## src/design/assert_macros.svh

```systemverilog
// Assertion macros shared by the RTL of the positional list engine.
// Every macro samples on clk and is disabled while rst_n is low.
`ifndef ASSERT_MACROS_SVH
`define ASSERT_MACROS_SVH

// Property must hold at every clock edge outside reset.
`define ASSERT_CLK(label, prop, msg) \
    label: assert property (@(posedge clk) disable iff (!rst_n) (prop)) else $error(msg);

// Condition must never be seen outside reset.
`define ASSERT_NEVER(label, cond, msg) \
    label: assert property (@(posedge clk) disable iff (!rst_n) !(cond)) else $error(msg);

`endif

```

## src/design/plist_pkg.sv

```systemverilog
// Package for the positional list engine: sizes, codes, FSM and decode types.
// No dependencies; used by plist_decode and positional_list_engine_top.
package plist_pkg;

    localparam int CAPACITY = 32;
    localparam int IDX_W    = $clog2(CAPACITY);
    localparam int CNT_W    = $clog2(CAPACITY + 1);
    localparam int DATA_W   = 32;
    localparam int COUNT_W  = 6;

    typedef enum logic [2:0] {
        OP_INS_FRONT = 3'd0,
        OP_INS_BACK  = 3'd1,
        OP_INS_POS   = 3'd2,
        OP_DEL_FRONT = 3'd3,
        OP_DEL_BACK  = 3'd4,
        OP_DEL_POS   = 3'd5,
        OP_READOUT   = 3'd6,
        OP_NOP       = 3'd7
    } op_t;

    typedef enum logic [1:0] {
        ST_OK    = 2'd0,
        ST_EMPTY = 2'd1,
        ST_OOB   = 2'd2,
        ST_FULL  = 2'd3
    } status_t;

    typedef enum logic [1:0] {
        K_NONE,
        K_INSERT,
        K_DELETE,
        K_READ
    } kind_t;

    typedef struct packed {
        kind_t              kind;
        logic [IDX_W-1:0]   idx;
        status_t            status;
    } dec_t;

    typedef enum logic [2:0] {
        S_IDLE,
        S_DECODE,
        S_SH_RD,
        S_SH_WR,
        S_PLACE,
        S_RESP,
        S_RO_RD,
        S_RO_EMIT
    } state_t;

endpackage

```

## src/design/plist_decode.sv

```systemverilog
// Decodes a registered command against the current list length: target index,
// kind of work and early status. Depends on plist_pkg.
module plist_decode
    import plist_pkg::*;
(
    input  op_t                 opcode,
    input  logic signed [31:0]  position,
    input  logic [CNT_W-1:0]    len,
    output dec_t                dec
);

    logic               empty;
    logic               full;
    logic               pos_one;
    logic               pos_low;
    logic               pos_past_ins;
    logic               pos_past_del;
    logic [IDX_W-1:0]   pos_idx;
    logic [IDX_W-1:0]   len_idx;
    logic [IDX_W-1:0]   last_idx;
    logic signed [31:0] len_s;
    logic signed [31:0] len_p1_s;

    always_comb
    begin
        empty        = (len == '0);
        full         = (len == CNT_W'(CAPACITY));
        len_s        = $signed(32'(len));
        len_p1_s     = len_s + 32'sd1;
        pos_one      = (position == 32'sd1);
        pos_low      = (position <= 32'sd0);
        pos_past_ins = (position > len_p1_s);
        pos_past_del = (position > len_s);
        // only used where 2 <= position <= len+1, so it fits the index
        pos_idx      = IDX_W'(position - 32'sd1);
        len_idx      = IDX_W'(len);
        last_idx     = IDX_W'(len - CNT_W'(1));
    end

    always_comb
    begin
        dec.kind   = K_NONE;
        dec.idx    = '0;
        dec.status = ST_OK;
        case (opcode)
            OP_INS_FRONT, OP_INS_BACK, OP_INS_POS:
            begin
                if (full)
                begin
                    dec.status = ST_FULL;
                end
                else
                begin
                    dec.kind = K_INSERT;
                    if (opcode == OP_INS_BACK)
                        dec.idx = len_idx;
                    else if (opcode == OP_INS_POS && !empty && !pos_one)
                    begin
                        if (pos_low)
                            dec.idx = IDX_W'(1);
                        else if (pos_past_ins)
                            dec.idx = len_idx;
                        else
                            dec.idx = pos_idx;
                    end
                end
            end
            OP_DEL_FRONT, OP_DEL_BACK, OP_DEL_POS:
            begin
                if (empty)
                begin
                    dec.status = ST_EMPTY;
                end
                else if (opcode == OP_DEL_FRONT)
                begin
                    dec.kind = K_DELETE;
                end
                else if (opcode == OP_DEL_BACK)
                begin
                    dec.kind = K_DELETE;
                    dec.idx  = last_idx;
                end
                else if (pos_one)
                begin
                    dec.kind = K_DELETE;
                end
                else if (pos_low || len == CNT_W'(1))
                begin
                    dec.status = ST_OOB;
                end
                else
                begin
                    dec.kind = K_DELETE;
                    dec.idx  = pos_past_del ? last_idx : pos_idx;
                end
            end
            OP_READOUT:
            begin
                if (empty)
                    dec.status = ST_EMPTY;
                else
                    dec.kind = K_READ;
            end
            default:
            begin
                dec.kind   = K_NONE;
                dec.status = ST_OK;
            end
        endcase
    end

endmodule

```

## src/design/positional_list_engine_top.sv

```systemverilog
// Positional list engine: an ordered list of up to CAPACITY signed 32-bit
// values in a single-port-write, registered-read memory, edited by a sequencer
// that moves one entry per shift read and shift write. A transaction is taken
// when start is high and busy is low; busy stays high until the last result
// has been shown. Results appear for exactly one cycle with result_strobe and
// cannot be held off. States from accept to the final result: an insert at
// index i has decode, a shift read and write per entry from i to the end, place
// and response; a delete at index i has decode, a shift read and write per
// entry after i, and response; a rejected command or no-op decode and response;
// a readout decode, then read and emit per entry; all use the shared memory port.
// Depends on plist_pkg, plist_decode and assert_macros.svh.
`include "assert_macros.svh"

module positional_list_engine_top
    import plist_pkg::*;
(
    input  logic                    clk,
    input  logic                    rst_n,
    input  logic                    start,
    output logic                    busy,
    input  logic [2:0]              opcode,
    input  logic signed [31:0]      value,
    input  logic signed [31:0]      position,
    output logic                    result_strobe,
    output logic [1:0]              status,
    output logic signed [31:0]      entry_value,
    output logic                    entry_valid,
    output logic [COUNT_W-1:0]      entry_count,
    output logic                    last_result
);

    state_t              state_reg, state_next;
    logic [CNT_W-1:0]    len_reg, len_next;
    logic [IDX_W-1:0]    ptr_reg, ptr_next;
    logic [IDX_W-1:0]    tgt_reg, tgt_next;
    logic                ins_reg, ins_next;
    status_t             status_reg, status_next;
    op_t                 op_reg;
    logic signed [31:0]  value_reg;
    logic signed [31:0]  pos_reg;

    logic [DATA_W-1:0]   mem [CAPACITY];
    logic [DATA_W-1:0]   rd_data_reg;
    logic [IDX_W-1:0]    rd_addr;
    logic                wr_en;
    logic [IDX_W-1:0]    wr_addr;
    logic [DATA_W-1:0]   wr_data;

    dec_t                dec;
    logic                accept;
    logic                ro_last;

    assign accept  = start && (state_reg == S_IDLE);
    assign ro_last = ((CNT_W'(ptr_reg) + CNT_W'(1)) == len_reg);

    plist_decode u_decode (
        .opcode   (op_reg),
        .position (pos_reg),
        .len      (len_reg),
        .dec      (dec)
    );

    always_ff @(posedge clk or negedge rst_n)
    begin
        if (!rst_n)
        begin
            state_reg  <= S_IDLE;
            len_reg    <= '0;
            ptr_reg    <= '0;
            tgt_reg    <= '0;
            ins_reg    <= 1'b0;
            status_reg <= ST_OK;
        end
        else
        begin
            state_reg  <= state_next;
            len_reg    <= len_next;
            ptr_reg    <= ptr_next;
            tgt_reg    <= tgt_next;
            ins_reg    <= ins_next;
            status_reg <= status_next;
        end
    end

    always_ff @(posedge clk)
    begin
        if (accept)
        begin
            op_reg    <= op_t'(opcode);
            value_reg <= value;
            pos_reg   <= position;
        end
    end

    always_ff @(posedge clk)
    begin
        if (wr_en)
            mem[wr_addr] <= wr_data;
        rd_data_reg <= mem[rd_addr];
    end

    // next state and sequencer registers
    always_comb
    begin
        state_next  = state_reg;
        len_next    = len_reg;
        ptr_next    = ptr_reg;
        tgt_next    = tgt_reg;
        ins_next    = ins_reg;
        status_next = status_reg;
        case (state_reg)
            S_IDLE:
            begin
                if (start)
                    state_next = S_DECODE;
            end
            S_DECODE:
            begin
                status_next = dec.status;
                tgt_next    = dec.idx;
                case (dec.kind)
                    K_INSERT:
                    begin
                        ins_next = 1'b1;
                        ptr_next = IDX_W'(len_reg);
                        state_next = (IDX_W'(len_reg) == dec.idx) ? S_PLACE : S_SH_RD;
                    end
                    K_DELETE:
                    begin
                        ins_next = 1'b0;
                        ptr_next = dec.idx;
                        len_next = len_reg - CNT_W'(1);
                        // removing the last entry needs no shifting
                        state_next = (CNT_W'(dec.idx) == len_reg - CNT_W'(1)) ?
                                     S_RESP : S_SH_RD;
                    end
                    K_READ:
                    begin
                        ptr_next   = '0;
                        state_next = S_RO_RD;
                    end
                    default:
                    begin
                        state_next = S_RESP;
                    end
                endcase
            end
            S_SH_RD:
            begin
                state_next = S_SH_WR;
            end
            S_SH_WR:
            begin
                if (ins_reg)
                begin
                    ptr_next   = ptr_reg - IDX_W'(1);
                    state_next = (ptr_reg - IDX_W'(1) == tgt_reg) ? S_PLACE : S_SH_RD;
                end
                else
                begin
                    ptr_next   = ptr_reg + IDX_W'(1);
                    state_next = (CNT_W'(ptr_reg) + CNT_W'(1) == len_reg) ?
                                 S_RESP : S_SH_RD;
                end
            end
            S_PLACE:
            begin
                len_next   = len_reg + CNT_W'(1);
                state_next = S_RESP;
            end
            S_RESP:
            begin
                state_next = S_IDLE;
            end
            S_RO_RD:
            begin
                state_next = S_RO_EMIT;
            end
            S_RO_EMIT:
            begin
                ptr_next   = ptr_reg + IDX_W'(1);
                state_next = ro_last ? S_IDLE : S_RO_RD;
            end
            default:
            begin
                state_next = S_IDLE;
            end
        endcase
    end

    // memory control and result ports
    always_comb
    begin
        busy          = (state_reg != S_IDLE);
        rd_addr       = ptr_reg;
        wr_en         = 1'b0;
        wr_addr       = ptr_reg;
        wr_data       = rd_data_reg;
        result_strobe = 1'b0;
        status        = ST_OK;
        entry_value   = '0;
        entry_valid   = 1'b0;
        entry_count   = COUNT_W'(len_reg);
        last_result   = 1'b0;
        case (state_reg)
            S_SH_RD:
            begin
                rd_addr = ins_reg ? ptr_reg - IDX_W'(1) : ptr_reg + IDX_W'(1);
            end
            S_SH_WR:
            begin
                wr_en = 1'b1;
            end
            S_PLACE:
            begin
                wr_en   = 1'b1;
                wr_addr = tgt_reg;
                wr_data = value_reg;
            end
            S_RESP:
            begin
                result_strobe = 1'b1;
                status        = status_reg;
                last_result   = 1'b1;
            end
            S_RO_EMIT:
            begin
                result_strobe = 1'b1;
                entry_value   = rd_data_reg;
                entry_valid   = 1'b1;
                last_result   = ro_last;
            end
            default:
            begin
                rd_addr = ptr_reg;
            end
        endcase
    end

    `ASSERT_NEVER(a_len_in_range, len_reg > CNT_W'(CAPACITY), "list length beyond capacity")
    `ASSERT_CLK(a_idle_after_last, result_strobe && last_result |=> !busy, "busy after final result")
    `ASSERT_NEVER(a_no_result_idle, !busy && result_strobe, "result strobe while idle")
    `ASSERT_CLK(a_place_grows, state_reg == S_PLACE |=> len_reg == $past(len_reg) + CNT_W'(1), "insert did not grow list")

endmodule

```

## config.mk

```make
export PLATFORM = sky130hd
export DESIGN_NAME = positional_list_engine_top
export DESIGN_NICKNAME = d
export VERILOG_FILES = /design/src/design/plist_pkg.sv /design/src/design/plist_decode.sv /design/src/design/positional_list_engine_top.sv
export VERILOG_INCLUDE_DIRS = /design/src /design/src/design
export SDC_FILE = /design/constraint.sdc
export NUM_CORES = 2
export LEC_CHECK = 0
export BUFFER_PORTS_ARGS = -buffer_cell sky130_fd_sc_hd__clkbuf_2
export CAP_MARGIN = 20
export CORE_MARGIN = 1
export CORE_UTILIZATION = 49
export DETAILED_ROUTE_END_ITERATION = 12
export GPL_TIMING_DRIVEN = 0
export PLACE_DENSITY_LB_ADDON = 0.05
export SLEW_MARGIN = 20
export SYNTH_ARGS = -nofsm -noshare
export SYNTH_HDL_FRONTEND = slang
export SYNTH_SLANG_ARGS = --single-unit
```

## constraint.sdc

```tcl
create_clock -name clk -period 7.05 [get_ports clk]
set_clock_uncertainty 0.2 [all_clocks]
set_input_delay 0.3525 -clock clk [delete_from_list [all_inputs] [get_ports clk]]
set_output_delay 0.3525 -clock clk [all_outputs]
set_load 0.01 [all_outputs]
```

==> summary.md <==
| Metric | Value |
|---|---|
| Outcome | `completed` |
| Metal1 wirelength | `52600 um` |
| Leading cell types by total area after synthesis | `edfxtp_1 72%, mux4_2 13%, nand2_1 4.0%` |
| Remaining design rule violation count | `0` |
| Post-route cell area | `53700 um^2` |
| Final Critical Period | `~5.4 ns` |
| GRT Total Usage | `a little over a quarter` |
| Global-route wire length before repair | `between 150000 and 200000 um` |
| Asr flop ratio synth | `1.92%` |
| Final number of setup-violating endpoints | `0` |
| Via count | `approximately 25000` |
| Total power after layout | `roughly 26 mW` |
| Pin slew with the least headroom to its limit | `1.17 ns` |
| Final net count | `~3000` |
| FF-to-FF setup slack | `1.61 ns` |
| Maximum level of the CTS H-tree | `3` |
| Yosys synthesis warning count | `0` |
| Pleak | `around 18 nW` |
| Core Footprint | `~92000 um^2` |
| Final HPWL from detailed placement | `83100 um` |
| Syn nets | `around 2700` |
| Post-Syn Instances | `~2600` |
| Number of enable-type register cells in the synthesized netlist | `1091` |
| Top_reg_cell synth | `edfxtp_1` |
| Die X-Extent | `308 um` |
| Type of origin of the critical path | `flop` |
| Number of unique standard cell types used by synthesis | `84` |
| Cell depth of the worst flop-to-flop path | `12` |
| Starting DRT DRC Count | `2760` |
| IO Port Bufs | `113` |
| Count of pins on the block boundary | `114` |
| Signed area change from the synthesized netlist to the final layout | `17.1%` |
| Total CTS buffers | `around 120` |
| Global placer's final weighted congestion | `just under 0.9` |
| Number of antenna cells inserted | `0` |
| Crit path max fanout | `10` |
| Yosys top cell by area | `edfxtp_1` |
| Largest register by flop count | `mem` |
| Wirelength per Cell | `28.7 um` |
| Initial antenna violation count | `3` |
| RSZ-0062 raised after global routing | `no` |
| Worst setup path class | `flop to flop` |
| Die footprint | `~95000 um^2` |
| Final-report hold violation count | `0` |
| Initial cell density of the core | `between 40% and 50%` |
| Clock tree root buffer cell | `clkbuf_16` |
| Worst max-slew margin expressed relative to the limit | `~22%` |
| Number of buffers between clock root and the deepest sink | `3` |
| Routed via count divided by cell count | `a little under 6` |
| Total count of max-transition violations in the final report | `0` |
| Max FFs per register | `1024` |
| Sequential area share after synthesis | `between 70% and 80%` |
| Avg Cell Area, Syn | `around 18 um^2` |
| Total met2 wirelength after detailed routing | `around 59000 um` |
| Place WS | `about 1.7 ns` |
| Die span in y | `between 300 and 400 um` |
| PD cells | `approximately 490 nW/um^2` |
| Clock-pin slew on the worst setup and hold paths | `roughly 0.06 ns` |
| Clock latency reported for the late side of the worst-skew pair | `a little over 0.7 ns` |
| Setup bufs post-CTS | `0` |
| Met3 layer wire length in the routed design | `7360 um` |
| Critical path data required time | `7.40 ns` |
| Data arrival time of the critical path | `5.80 ns` |
| Slack of the critical path | `1.61 ns` |
| Maximum number of pins on one net before global-route repair | `33` |
| Post-route worst hold slack | `between 0.06 and 0.07 ns` |
| Number of global-route vias before repair | `roughly 26000` |
| Number of nets with antenna violations after routing | `0` |
| Area share of the leading cell type in the synthesized netlist | `a little under three quarters` |
| Number of max-capacitance violations reported | `0` |
| Share of the clock period used by the worst path after layout | `between 70 and 80%` |
| Post-detailed-placement cell area | `49200 um^2` |
| Max Used Layer | `met5` |
| Most repeated cell in the gate-level netlist after synthesis | `edfxtp_1` |
| Detailed-router iteration count before antenna repair | `6` |
| Clock tree sinks | `roughly 1100` |
| Flop and latch count out of synthesis | `between 1000 and 1500` |
| Peak ir drop on the vdd network | `276 uV` |
| Total Wirelength | `123000 um` |
| Achievable Freq | `0.184 GHz` |
| Number of resized instances in the post-cts repair step | `0` |
| Total Negative Setup Slacks | `0 ns` |
| Mapped Area | `~46000 um^2` |
| Nature of the critical path endpoint | `flop` |
| Grt total ovfl | `0` |
| Ranking of synthesized cells by instance count | `1091 x edfxtp_1, 487 x nand2_1, 256 x mux4_2` |
| Site row count | `111` |
| Hold/Removal Path Class | `input pin to async pin` |
| CTS tree | `done` |
| Fraction of final layout cells sized beyond drive strength 1 | `22.9%` |
worst max-delay path, cell delays in order, from the launching register on:
cell      delay (ns)
dfrtp_1         0.35
clkbuf_1        0.47
inv_1           0.23
ha_1            0.46
xor2_1          0.18
a21oi_1         0.56
clkbuf_1        0.86
clkbuf_1        0.77
mux4_2          0.41
nand2_1         0.08
nand2_1         0.08
o211ai_1        0.48
o21ai_0         0.17
path summary, 6_finish.rpt:
check | from | endpoint
worst max-delay path | ptr_reg[0] | rd_data_reg[28]
worst min-delay path | rst_n | state_reg[0]
worst max register to register | ptr_reg[0] | rd_data_reg[28]
worst min register to register | status_reg[0] | status_reg[0]
max in group asynchronous | rst_n | tgt_reg[1]
min in group clk | value[22] | value_reg[22]
per-stage QoR:
step,std cells,util [%]
floorplan,2598,-
global placement,3954,52.1
detailed placement,3998,53.4
CTS,4283,58.2
global route,4285,58.3
finish,4285,58.3
power breakdown:
group          switching [mW]  internal (mW)
combinational            6.89           3.76
sequential              0.254           9.32
clock                    2.55           3.39
area by class of cell:
class                      instances  area, um^2
tap                             1243        1560
inverter                          18        67.6
fill                            6944       38400
sequential                      1145       34000
clock inverter                    64         604
multi-input combinational       1293       11500
clock buffer                     151        3070
buffer                           142         599
timing repair buffer             229        2280
kinds of logic after synthesis:
logic type      after synthesis  share of synthesized area (%)
simple gates                745                           7.09
mux                         261                           12.7
fa+ha+maj                    25                          0.683
buf+inv                     160                           1.45
flops                      1145                           74.1
compound gates              224                           3.26
xor+xnor                     38                          0.726
per-layer routing:
layer | vias to the layer above | GRT usage, %
li1 | 10900 | -
met1 | 13300 | 37.9
met2 | 967 | 42.2
met3 | 220 | 3.54
met4 | 4 | 9.19
met5 | - | 0
layout by cell type, fill, tap and decap left out, types with 5 or more instances in the layout:
cell type,count
clkbuf_16,117
clkinv_2,22
nand2_2,18
buf_16,15
nand2b_1,7
buf_1,17
dfxtp_1,32
nor2_4,34
o22ai_1,5
clkbuf_1,124
clkbuf_2,114
a31oi_1,9
dlygate4sd3_1,69
o211ai_1,36
and2_1,38
nor4_1,10
nand3b_1,5
a21oi_1,23
o21ai_0,88
dfrtp_1,22
buf_12,30
nor3_1,16
nand2_1,469
bufinv_16,9
buf_2,31
nor2_1,34
mux4_2,256
edfxtp_1,1091
nand3_1,76
clkinv_1,25
ha_1,25
inv_1,17
xor2_1,11
a211oi_1,5
xnor2_1,27
timing repair:
action,4_1_cts,5_1_grt
setup endpoints to repair,0,0
hold buffers,70,0
endpoints found under the hold margin,101,0
No activity file was read; power rests on OpenSTA's default activity.
